`src/hdl/bqe_pkg.sv`:
```
// ----------------------------------------------------------------------------
// bqe_pkg: shared types and constants of the bit-quad euler/perimeter block
// widths, class codes, register indexes and saturating helpers
// ----------------------------------------------------------------------------
package bqe_pkg;

  localparam int MAX_WIDTH  = 1024;
  localparam int MAX_HEIGHT = 1024;

  localparam int DIM_W = 11;                    // config register width
  localparam int COL_W = $clog2(MAX_WIDTH);
  localparam int ROW_W = $clog2(MAX_HEIGHT);
  localparam int IDX_W = 4;                     // config index width

  localparam logic [DIM_W-1:0] DIM_MIN   = DIM_W'(2);
  localparam logic [DIM_W-1:0] WIDTH_MAX = DIM_W'(MAX_WIDTH);
  localparam logic [DIM_W-1:0] HEIGHT_MAX = DIM_W'(MAX_HEIGHT);
  localparam logic [DIM_W-1:0] DIM_RESET = DIM_W'(64);

  localparam logic [IDX_W-1:0] REG_IMAGE_WIDTH  = IDX_W'(0);
  localparam logic [IDX_W-1:0] REG_IMAGE_HEIGHT = IDX_W'(1);

  localparam int CNT_W = 20;
  localparam logic [CNT_W-1:0] CNT_MAX = {CNT_W{1'b1}};

  localparam int SUM_W  = CNT_W + 2;            // q1 + q3 + 2*qd
  localparam int COEF_W = 32;
  localparam int PROD_W = SUM_W + COEF_W;
  localparam int E4_W   = 24;                   // wide signed before saturation
  localparam int OUT_SW = 22;
  localparam int PER_W  = 29;
  localparam int DIAG_W = PROD_W + 1 - 24;
  localparam int PSUM_W = DIAG_W + 1;

  // 1/sqrt(2) as a 0.32 fraction
  localparam logic [COEF_W-1:0] INV_SQRT2_Q32 = 32'd3037000500;
  localparam logic [PROD_W:0]   ROUND_HALF    = (PROD_W+1)'(1) << 23;

  localparam logic [PER_W-1:0]   PER_MAX = {PER_W{1'b1}};
  localparam logic signed [E4_W-1:0] S22_MAX = E4_W'(2097151);
  localparam logic signed [E4_W-1:0] S22_MIN = -E4_W'(2097152);

  localparam int QUEUE_DEPTH = 4;
  localparam int QPTR_W = $clog2(QUEUE_DEPTH);
  localparam int QCNT_W = $clog2(QUEUE_DEPTH + 1);

  // window classes
  localparam int CLS_W = 3;
  localparam logic [CLS_W-1:0] CLS_NONE  = 3'd0;
  localparam logic [CLS_W-1:0] CLS_THREE = 3'd1;  // three background pixels
  localparam logic [CLS_W-1:0] CLS_ONE   = 3'd2;  // one background pixel
  localparam logic [CLS_W-1:0] CLS_DIAG  = 3'd3;  // diagonal pair
  localparam logic [CLS_W-1:0] CLS_EDGE  = 3'd4;  // other two-background

  typedef struct packed {
    logic [CLS_W-1:0] cls;
    logic             area;
    logic             last;
  } quad_entry_t;

  function automatic logic [CNT_W-1:0] sat_inc(input logic [CNT_W-1:0] v,
                                               input logic en);
    if (en && v != CNT_MAX) return v + CNT_W'(1);
    return v;
  endfunction

  function automatic logic [OUT_SW-1:0] sat22(input logic signed [E4_W-1:0] v);
    if (v > S22_MAX) return OUT_SW'(S22_MAX);
    if (v < S22_MIN) return OUT_SW'(S22_MIN);
    return v[OUT_SW-1:0];
  endfunction

endpackage

```
`src/hdl/bqe_front.sv`:
```
// ----------------------------------------------------------------------------
// bqe_front: pixel intake, line buffer and window classification
// keeps the previous row and emits one class record per accepted pixel
// ----------------------------------------------------------------------------
module bqe_front import bqe_pkg::*; (
  input  logic              clk,
  input  logic              rst,
  input  logic              cfg_we,
  input  logic [IDX_W-1:0]  cfg_index,
  input  logic [DIM_W-1:0]  cfg_data,
  input  logic              in_valid,
  input  logic              in_region,
  input  logic              queue_full,
  output logic              push,
  output quad_entry_t       push_entry,
  output logic              restart
);

  logic [DIM_W-1:0] width_reg, height_reg;
  logic [DIM_W-1:0] w_eff, h_eff;
  logic [COL_W-1:0] col;
  logic [ROW_W-1:0] row;
  logic             left_px, ul_px;
  logic             above_q;
  logic             row_mem [MAX_WIDTH];
  logic [COL_W-1:0] rd_addr;
  logic             col_last, row_last, win;
  logic [2:0]       ones;

  assign restart = cfg_we && (cfg_index == REG_IMAGE_WIDTH ||
                              cfg_index == REG_IMAGE_HEIGHT);

  always_ff @(posedge clk) begin
    if (rst) begin
      width_reg  <= DIM_RESET;
      height_reg <= DIM_RESET;
    end else if (cfg_we) begin
      case (cfg_index)
        REG_IMAGE_WIDTH:  width_reg  <= cfg_data;
        REG_IMAGE_HEIGHT: height_reg <= cfg_data;
        default: ;
      endcase
    end
  end

  always_comb begin
    w_eff = width_reg;
    if (width_reg < DIM_MIN) w_eff = DIM_MIN;
    else if (width_reg > WIDTH_MAX) w_eff = WIDTH_MAX;
    h_eff = height_reg;
    if (height_reg < DIM_MIN) h_eff = DIM_MIN;
    else if (height_reg > HEIGHT_MAX) h_eff = HEIGHT_MAX;
  end

  assign push     = in_valid && !queue_full;
  assign col_last = ({1'b0, col} + DIM_W'(1)) >= w_eff;
  assign row_last = ({1'b0, row} + DIM_W'(1)) >= h_eff;
  assign win      = (row != '0) && (col != '0);
  assign ones     = 3'(ul_px) + 3'(above_q) + 3'(left_px) + 3'(in_region);

  always_comb begin
    push_entry.cls = CLS_NONE;
    if (win) begin
      case (ones)
        3'd1: push_entry.cls = CLS_THREE;
        3'd2: push_entry.cls = (ul_px == in_region) ? CLS_DIAG : CLS_EDGE;
        3'd3: push_entry.cls = CLS_ONE;
        default: push_entry.cls = CLS_NONE;
      endcase
    end
    push_entry.area = win && ul_px;
    push_entry.last = col_last && row_last;
  end

  // read one column ahead so the registered line data is ready on arrival
  always_comb begin
    if (rst || restart) rd_addr = '0;
    else if (push) rd_addr = col_last ? '0 : col + COL_W'(1);
    else rd_addr = col;
  end

  always_ff @(posedge clk) begin
    above_q <= row_mem[rd_addr];
    if (push) row_mem[col] <= in_region;
  end

  always_ff @(posedge clk) begin
    if (rst || restart) begin
      col     <= '0;
      row     <= '0;
      left_px <= 1'b0;
      ul_px   <= 1'b0;
    end else if (push) begin
      if (col_last) begin
        col     <= '0;
        left_px <= 1'b0;
        ul_px   <= 1'b0;
        row     <= row_last ? '0 : row + ROW_W'(1);
      end else begin
        col     <= col + COL_W'(1);
        left_px <= in_region;
        ul_px   <= above_q;
      end
    end
  end

endmodule

```
`src/hdl/bqe_queue.sv`:
```
// ----------------------------------------------------------------------------
// bqe_queue: short queue of class records between front and back
// ----------------------------------------------------------------------------
module bqe_queue import bqe_pkg::*; (
  input  logic         clk,
  input  logic         rst,
  input  logic         push,
  input  quad_entry_t  push_entry,
  input  logic         pop,
  output quad_entry_t  head,
  output logic         empty,
  output logic         full
);

  quad_entry_t       slots [QUEUE_DEPTH];
  logic [QPTR_W-1:0] wr_ptr, rd_ptr;
  logic [QCNT_W-1:0] fill;

  assign empty = (fill == '0);
  assign full  = (fill == QCNT_W'(QUEUE_DEPTH));
  assign head  = slots[rd_ptr];

  always_ff @(posedge clk) begin
    if (push) slots[wr_ptr] <= push_entry;
  end

  always_ff @(posedge clk) begin
    if (rst) begin
      wr_ptr <= '0;
      rd_ptr <= '0;
      fill   <= '0;
    end else begin
      if (push)
        wr_ptr <= (wr_ptr == QPTR_W'(QUEUE_DEPTH - 1)) ? '0 : wr_ptr + QPTR_W'(1);
      if (pop)
        rd_ptr <= (rd_ptr == QPTR_W'(QUEUE_DEPTH - 1)) ? '0 : rd_ptr + QPTR_W'(1);
      case ({push, pop})
        2'b10:   fill <= fill + QCNT_W'(1);
        2'b01:   fill <= fill - QCNT_W'(1);
        default: fill <= fill;
      endcase
    end
  end

endmodule

```
`src/hdl/bqe_back.sv`:
```
// ----------------------------------------------------------------------------
// bqe_back: quad counters and end-of-frame result pipeline
// accumulates class records, then forms euler, holes and perimeter
// ----------------------------------------------------------------------------
module bqe_back import bqe_pkg::*; (
  input  logic                 clk,
  input  logic                 rst,
  input  logic                 restart,
  input  quad_entry_t          head,
  input  logic                 empty,
  output logic                 pop,
  output logic                 out_valid,
  input  logic                 out_stall,
  output logic [CNT_W-1:0]     quad_three_bg,
  output logic [CNT_W-1:0]     quad_one_bg,
  output logic [CNT_W-1:0]     quad_diagonal,
  output logic [CNT_W-1:0]     quad_edge,
  output logic [CNT_W-1:0]     region_area,
  output logic [OUT_SW-1:0]    euler_times_four,
  output logic [OUT_SW-1:0]    holes_times_four,
  output logic [PER_W-1:0]     perimeter_fixed
);

  logic [CNT_W-1:0] cnt_three, cnt_one, cnt_diag, cnt_edge, cnt_area;
  logic [CNT_W-1:0] n_three, n_one, n_diag, n_edge, n_area;
  logic             res_busy;

  // stage 1: frame totals
  logic             s1_valid;
  logic [CNT_W-1:0] s1_three, s1_one, s1_diag, s1_edge, s1_area;
  // stage 2: product and signed results
  logic              s2_valid;
  logic [CNT_W-1:0]  s2_three, s2_one, s2_diag, s2_edge, s2_area;
  logic [PROD_W-1:0] s2_prod;
  logic [OUT_SW-1:0] s2_e4, s2_h4;

  logic [SUM_W-1:0]         sum_w;
  logic signed [E4_W-1:0]   e4_w, h4_w;
  logic [PROD_W:0]          rounded;
  logic [DIAG_W-1:0]        diag_w;
  logic [PSUM_W-1:0]        per_w;

  assign res_busy = s1_valid || s2_valid || out_valid;
  assign pop      = !empty && (!head.last || !res_busy);

  assign n_three = sat_inc(cnt_three, head.cls == CLS_THREE);
  assign n_one   = sat_inc(cnt_one,   head.cls == CLS_ONE);
  assign n_diag  = sat_inc(cnt_diag,  head.cls == CLS_DIAG);
  assign n_edge  = sat_inc(cnt_edge,  head.cls == CLS_EDGE);
  assign n_area  = sat_inc(cnt_area,  head.area);

  always_ff @(posedge clk) begin
    if (rst || restart) begin
      cnt_three <= '0;
      cnt_one   <= '0;
      cnt_diag  <= '0;
      cnt_edge  <= '0;
      cnt_area  <= '0;
    end else if (pop) begin
      if (head.last) begin
        cnt_three <= '0;
        cnt_one   <= '0;
        cnt_diag  <= '0;
        cnt_edge  <= '0;
        cnt_area  <= '0;
      end else begin
        cnt_three <= n_three;
        cnt_one   <= n_one;
        cnt_diag  <= n_diag;
        cnt_edge  <= n_edge;
        cnt_area  <= n_area;
      end
    end
  end

  always_ff @(posedge clk) begin
    if (pop && head.last) begin
      s1_three <= n_three;
      s1_one   <= n_one;
      s1_diag  <= n_diag;
      s1_edge  <= n_edge;
      s1_area  <= n_area;
    end
  end

  assign sum_w = SUM_W'(s1_three) + SUM_W'(s1_one) + {1'b0, s1_diag, 1'b0};
  assign e4_w  = $signed(E4_W'(s1_three)) - $signed(E4_W'(s1_one))
               + $signed(E4_W'({s1_diag, 1'b0}));
  assign h4_w  = E4_W'(4) - e4_w;

  always_ff @(posedge clk) begin
    if (s1_valid) begin
      s2_three <= s1_three;
      s2_one   <= s1_one;
      s2_diag  <= s1_diag;
      s2_edge  <= s1_edge;
      s2_area  <= s1_area;
      s2_prod  <= PROD_W'(sum_w) * PROD_W'(INV_SQRT2_Q32);
      s2_e4    <= sat22(e4_w);
      s2_h4    <= sat22(h4_w);
    end
  end

  // round half up, keep integer part plus 8 fraction bits
  assign rounded = {1'b0, s2_prod} + ROUND_HALF;
  assign diag_w  = rounded[PROD_W:24];
  assign per_w   = PSUM_W'({s2_edge, 8'b0}) + PSUM_W'(diag_w);

  always_ff @(posedge clk) begin
    if (s2_valid) begin
      quad_three_bg    <= s2_three;
      quad_one_bg      <= s2_one;
      quad_diagonal    <= s2_diag;
      quad_edge        <= s2_edge;
      region_area      <= s2_area;
      euler_times_four <= s2_e4;
      holes_times_four <= s2_h4;
      perimeter_fixed  <= (per_w > PSUM_W'(PER_MAX)) ? PER_MAX : per_w[PER_W-1:0];
    end
  end

  always_ff @(posedge clk) begin
    if (rst) begin
      s1_valid  <= 1'b0;
      s2_valid  <= 1'b0;
      out_valid <= 1'b0;
    end else begin
      s1_valid <= pop && head.last;
      s2_valid <= s1_valid;
      if (s2_valid) out_valid <= 1'b1;
      else if (!out_stall) out_valid <= 1'b0;
    end
  end

`ifndef SYNTHESIS
  a_one_result: assert property (@(posedge clk) disable iff (rst)
    $onehot0({s1_valid, s2_valid, out_valid}))
    else $error("more than one frame result in flight");

  a_stage_flow: assert property (@(posedge clk) disable iff (rst)
    s1_valid |=> s2_valid ##1 out_valid)
    else $error("frame result dropped between stages");

  a_frame_clear: assert property (@(posedge clk) disable iff (rst)
    pop && head.last |=> cnt_three == '0 && cnt_one == '0 && cnt_diag == '0
                         && cnt_edge == '0 && cnt_area == '0)
    else $error("counters not cleared after frame end");
`endif

endmodule

```
`src/hdl/bit_quad_euler_perimeter.sv`:
```
// ----------------------------------------------------------------------------
// bit_quad_euler_perimeter: bit-quad euler number and perimeter of a mask
// raster pixel stream in, one statistics item out per frame
// ----------------------------------------------------------------------------
// usage:
//   in channel: one mask bit per item (in_region), raster order, row 0 first
//   out channel: one item on each frame's last pixel with the four quad
//     counts, area, 4*euler, 4*holes and perimeter (8 fraction bits)
//   cfg port: cfg_we/cfg_index/cfg_data, index 0 image_width, 1 image_height;
//     a write to either restarts the frame, other indexes are ignored
// throughput: one pixel per cycle while in_stall is low, set by the registered
//   line buffer read and the counter update; a frame's last pixel waits in the
//   queue until the result path holds no earlier result
// result: the last pixel's record passes the queue, then the totals,
//   multiply and perimeter-sum registers before out_valid rises
// reset: sizes go to 64x64, counters and positions clear; the line buffer
//   holds no reset value and is fully written by row 0 before it is read
// stall: an output stall holds the result; pixels keep flowing into the
//   queue until it fills, then in_stall rises
// ----------------------------------------------------------------------------
module bit_quad_euler_perimeter import bqe_pkg::*; (
  input  logic                     clk,
  input  logic                     rst,
  // configuration
  input  logic                     cfg_we,
  input  logic [IDX_W-1:0]         cfg_index,
  input  logic [DIM_W-1:0]         cfg_data,
  // pixel channel
  input  logic                     in_valid,
  output logic                     in_stall,
  input  logic                     in_region,
  // result channel
  output logic                     out_valid,
  input  logic                     out_stall,
  output logic [CNT_W-1:0]         quad_three_bg,
  output logic [CNT_W-1:0]         quad_one_bg,
  output logic [CNT_W-1:0]         quad_diagonal,
  output logic [CNT_W-1:0]         quad_edge,
  output logic [CNT_W-1:0]         region_area,
  output logic signed [OUT_SW-1:0] euler_times_four,
  output logic signed [OUT_SW-1:0] holes_times_four,
  output logic [PER_W-1:0]         perimeter_fixed
);

  logic        push, pop, q_empty, q_full, restart;
  quad_entry_t push_entry, head;
  logic [OUT_SW-1:0] e4_bits, h4_bits;

  // input stall comes from the queue alone, never from in_valid
  assign in_stall = q_full;

  // front: line buffer and 2x2 window classification
  bqe_front u_front (
    .clk        (clk),
    .rst        (rst),
    .cfg_we     (cfg_we),
    .cfg_index  (cfg_index),
    .cfg_data   (cfg_data),
    .in_valid   (in_valid),
    .in_region  (in_region),
    .queue_full (q_full),
    .push       (push),
    .push_entry (push_entry),
    .restart    (restart)
  );

  // class records decouple intake from the counters
  bqe_queue u_queue (
    .clk        (clk),
    .rst        (rst),
    .push       (push),
    .push_entry (push_entry),
    .pop        (pop),
    .head       (head),
    .empty      (q_empty),
    .full       (q_full)
  );

  // back: counting and end-of-frame arithmetic
  bqe_back u_back (
    .clk              (clk),
    .rst              (rst),
    .restart          (restart),
    .head             (head),
    .empty            (q_empty),
    .pop              (pop),
    .out_valid        (out_valid),
    .out_stall        (out_stall),
    .quad_three_bg    (quad_three_bg),
    .quad_one_bg      (quad_one_bg),
    .quad_diagonal    (quad_diagonal),
    .quad_edge        (quad_edge),
    .region_area      (region_area),
    .euler_times_four (e4_bits),
    .holes_times_four (h4_bits),
    .perimeter_fixed  (perimeter_fixed)
  );

  // signed results in two's complement
  assign euler_times_four = $signed(e4_bits);
  assign holes_times_four = $signed(h4_bits);

endmodule

```
`config.mk`:
```
export PLATFORM = sky130hd
export DESIGN_NAME = bit_quad_euler_perimeter
export DESIGN_NICKNAME = d
export VERILOG_FILES = /design/src/hdl/bqe_pkg.sv /design/src/hdl/bqe_front.sv /design/src/hdl/bqe_queue.sv /design/src/hdl/bqe_back.sv /design/src/hdl/bit_quad_euler_perimeter.sv
export SDC_FILE = /design/constraint.sdc
export NUM_CORES = 2
export LEC_CHECK = 0
export ABC_AREA = 1
export BUFFER_PORTS_ARGS = -buffer_cell sky130_fd_sc_hd__buf_4
export CORE_UTILIZATION = 39
export CTS_BUF_LIST = sky130_fd_sc_hd__clkbuf_16
export CTS_CLUSTER_DIAMETER = 30
export DETAILED_ROUTE_END_ITERATION = 7
export PLACE_DENSITY = 0.53
export SYNTH_ARGS = -nofsm -noshare
export SYNTH_HDL_FRONTEND = slang
export SYNTH_SLANG_ARGS = --single-unit
```
`constraint.sdc`:
```
create_clock -name clk -period 25.1 [get_ports clk]
set_input_delay 0 -clock clk [delete_from_list [all_inputs] [get_ports clk]]
set_output_delay 0 -clock clk [all_outputs]
set_load 0.1 [all_outputs]
```
==> reports/qor.txt <==
Cts repair resizes = 0
MaxCap Viol Count = 0
Slowest CP cell = o31ai_1
Die Y = 481 um
Reg2reg setup slack = 14.46 ns
DRC = 0
CTS Buf Count = 406
Global-route wire length before repair = 408000 um
Critical Path Fanout Max = 7
Drt pass-1 iters = 6
Arrival time worst endpoint = 11.26 ns
Most common cell in the synthesized netlist = nand2_1
Max reg flops = 1024
R2R Path End = u_back.s2_prod[47]
Mapped Nets = 10000
Final setup fails = 0
Worst-Skew Late Latency = 0.95 ns
Hpwl dp = 164000 um
Worst Skew = 0.113 ns
Max-slew violations = 0
Worst setup SP type = flip-flop
Top cell type by total area after synthesis = edfxtp_1
Die width = 481 um
Max-slew headroom = 0.190
Boundary Pins = 196
Outcome = finished clean
Max frequency = 0.0940 GHz
Share of layout cells above drive strength 1 = 0.103
Total number of yosys warnings = 0
Synth Flop Type = edfxtp_1
Share of flip-flops with an asynchronous set or reset = 0
Hold Violations, Final = 0
Number of enable flip-flop cells after synthesis = 1492
Most frequent cells after synthesis = 1665 x nand2_1, 1492 x edfxtp_1, 1319 x inv_1
Metal3 WL = 15000 um
Die Area = 231000 um^2
TritonCTS clock tree = yes
CTS Sinks = 1649
Most frequent cell on the critical path = nand2_1
Via count = 66300
Final wirelength = 274000 um
# fillers = 21300
Total grt overflow = 0
Sequential element share of the synthesized area = 0.537
Vias in the first global route = 65300
Core area = 227000 um^2
Min-Delay Startpoint = rst
DRT met1 WL = 114000 um
CP max stage delay = 0.68 ns
Post-CTS Setup Bufs = 0
Rows = 175
Critical Path End Type = flip-flop
Syn_area_per_cell = 9.54 um^2
WL per Instance = 21.2 um
Iter 0 DRT Violations = 5418
CTS Root Cell = clkbuf_16
Distinct cells, synth = 62
CP Capture Point = u_back.s2_prod[47]
FF+latch count, synth = 1649
Worst Path Required = 25.72 ns
DR top layer = met4
Largest net degree at the start of global routing = 133
Mapped Cells = 9369
Tmin final = 10.64 ns
RePlAce Congestion = 0.895
TNS Setup = 0 ns
Hold Buf Count CTS = 38
Largest regs = u_front.row_mem: 1024 flops, u_back.s2_prod: 31 flops, u_back.perimeter_fixed: 29 flops
Crit Reg-Reg Startpoint = u_back.s1_three[2]
Top-area cell type share of the netlist area = 0.501
Setup Crit Path Kind = reg -> reg
Nets = 10200
Largest register by flop count = u_front.row_mem
Area growth syn-to-layout = 20.1%
Initial core utilization = 0.393
Slew @ Worst Pin = 1.21 ns
RSZ-0062 raised after global routing = no
R2R cell count = 42
Synthesized cell area = 89300 um^2
Fin crit share = 0.424
Drt via density = 5.12
ANT nets after route = 0
Synth top area cells = edfxtp_1 50%, nand2_1 7.0%, ha_1 5.8%
WL met2 = 135000 um
CTS H-tree lvls = 5
Initial antenna violation count = 2
Port Buffer Count = 195
All-Layer GR Usage = 0.234
CTS max path bufs = 4
Critical path origin = u_back.s1_three[2]
HP Class = in -> reg
Worst-path clk slew = 0.05 ns
[cells by family after synthesis]
logic type | share of synthesized area
buffers and inverters | 0.0795
AOI/OAI and AO/OA | 0.0377
and+or+nand+nor | 0.215
xor gates and xnor gates | 0.0254
DFF | 0.537
adders and majority gates | 0.106
[worst min-delay path by stage]
| stage | endpoint | depth (start not counted) |
|---|---|---|
| 6_report | u_front.height_reg[6] | 4 |
| 5_1_grt | u_front.height_reg[6] | 4 |
| 4_1_cts | u_front.height_reg[6] | 4 |
| 3_5_place_dp | u_front.height_reg[6] | 3 |
| 3_3_place_gp | u_front.height_reg[6] | 3 |
| 2_1_floorplan | u_back.out_valid | 1 |
[routing by layer]
metal  global-route usage  vias to the layer above
li1                     -                    31300
met1                0.293                    32300
met2                0.404                     2091
met3               0.0330                      576
met4               0.0957                        0
met5                    0                        -
[placed cells by master (no fill, tap or decap), drive strengths merged, types with 74 or more instances in the layout]
cell and instances:
edfxtp 1492, buf 295, inv 1405, nor2 1307, nor3 86, xor2 182, nand3b 266, nand3 981
fa 215, xnor2 74, ha 415, o211ai 78, a21oi 276, dfxtp 157, clkinv 184, o21ai 128
clkbuf 409, nand2 1680
[stage by stage]
step	worst slack, ns	util	instances	area (um^2)	hold WS (ns)
floorplan	15.73	-	9369	89300	0.0724
global placement	14.50	0.411	12200	93600	0.237
detailed placement	14.46	0.411	12200	93600	0.242
CTS	14.39	0.472	12900	107000	0.0357
global route	13.72	0.472	12900	107000	0.111
finish	14.46	0.472	12900	107000	0.0923
[worst max-delay path, delay by kind of cell, from the launching register on]
kind / cells / cell delay, ns
simple gates: 10 / 0.76
flops: 1 / 0.42
compound gates: 14 / 3.58
xor+xnor: 2 / 0.65
buf+inv: 6 / 0.66
fa+ha+maj: 10 / 4.27
[cell type report]
cell class | instances | area, um^2 | area share
well taps | 3009 | 3760 | 0.0351
clock buffers | 409 | 10200 | 0.0954
clock inverters | 323 | 3050 | 0.0285
repair buffers | 333 | 2640 | 0.0246
multi-input cells | 5860 | 34600 | 0.322
inverters | 1344 | 5070 | 0.0472
flip-flops and latches | 1649 | 48000 | 0.447
diodes | 3 | 7.51 | 0.0000700
Power is left out: the tool's default activity adds up to more than one toggle a clock period on the data nets, which glitch-free logic cannot reach.
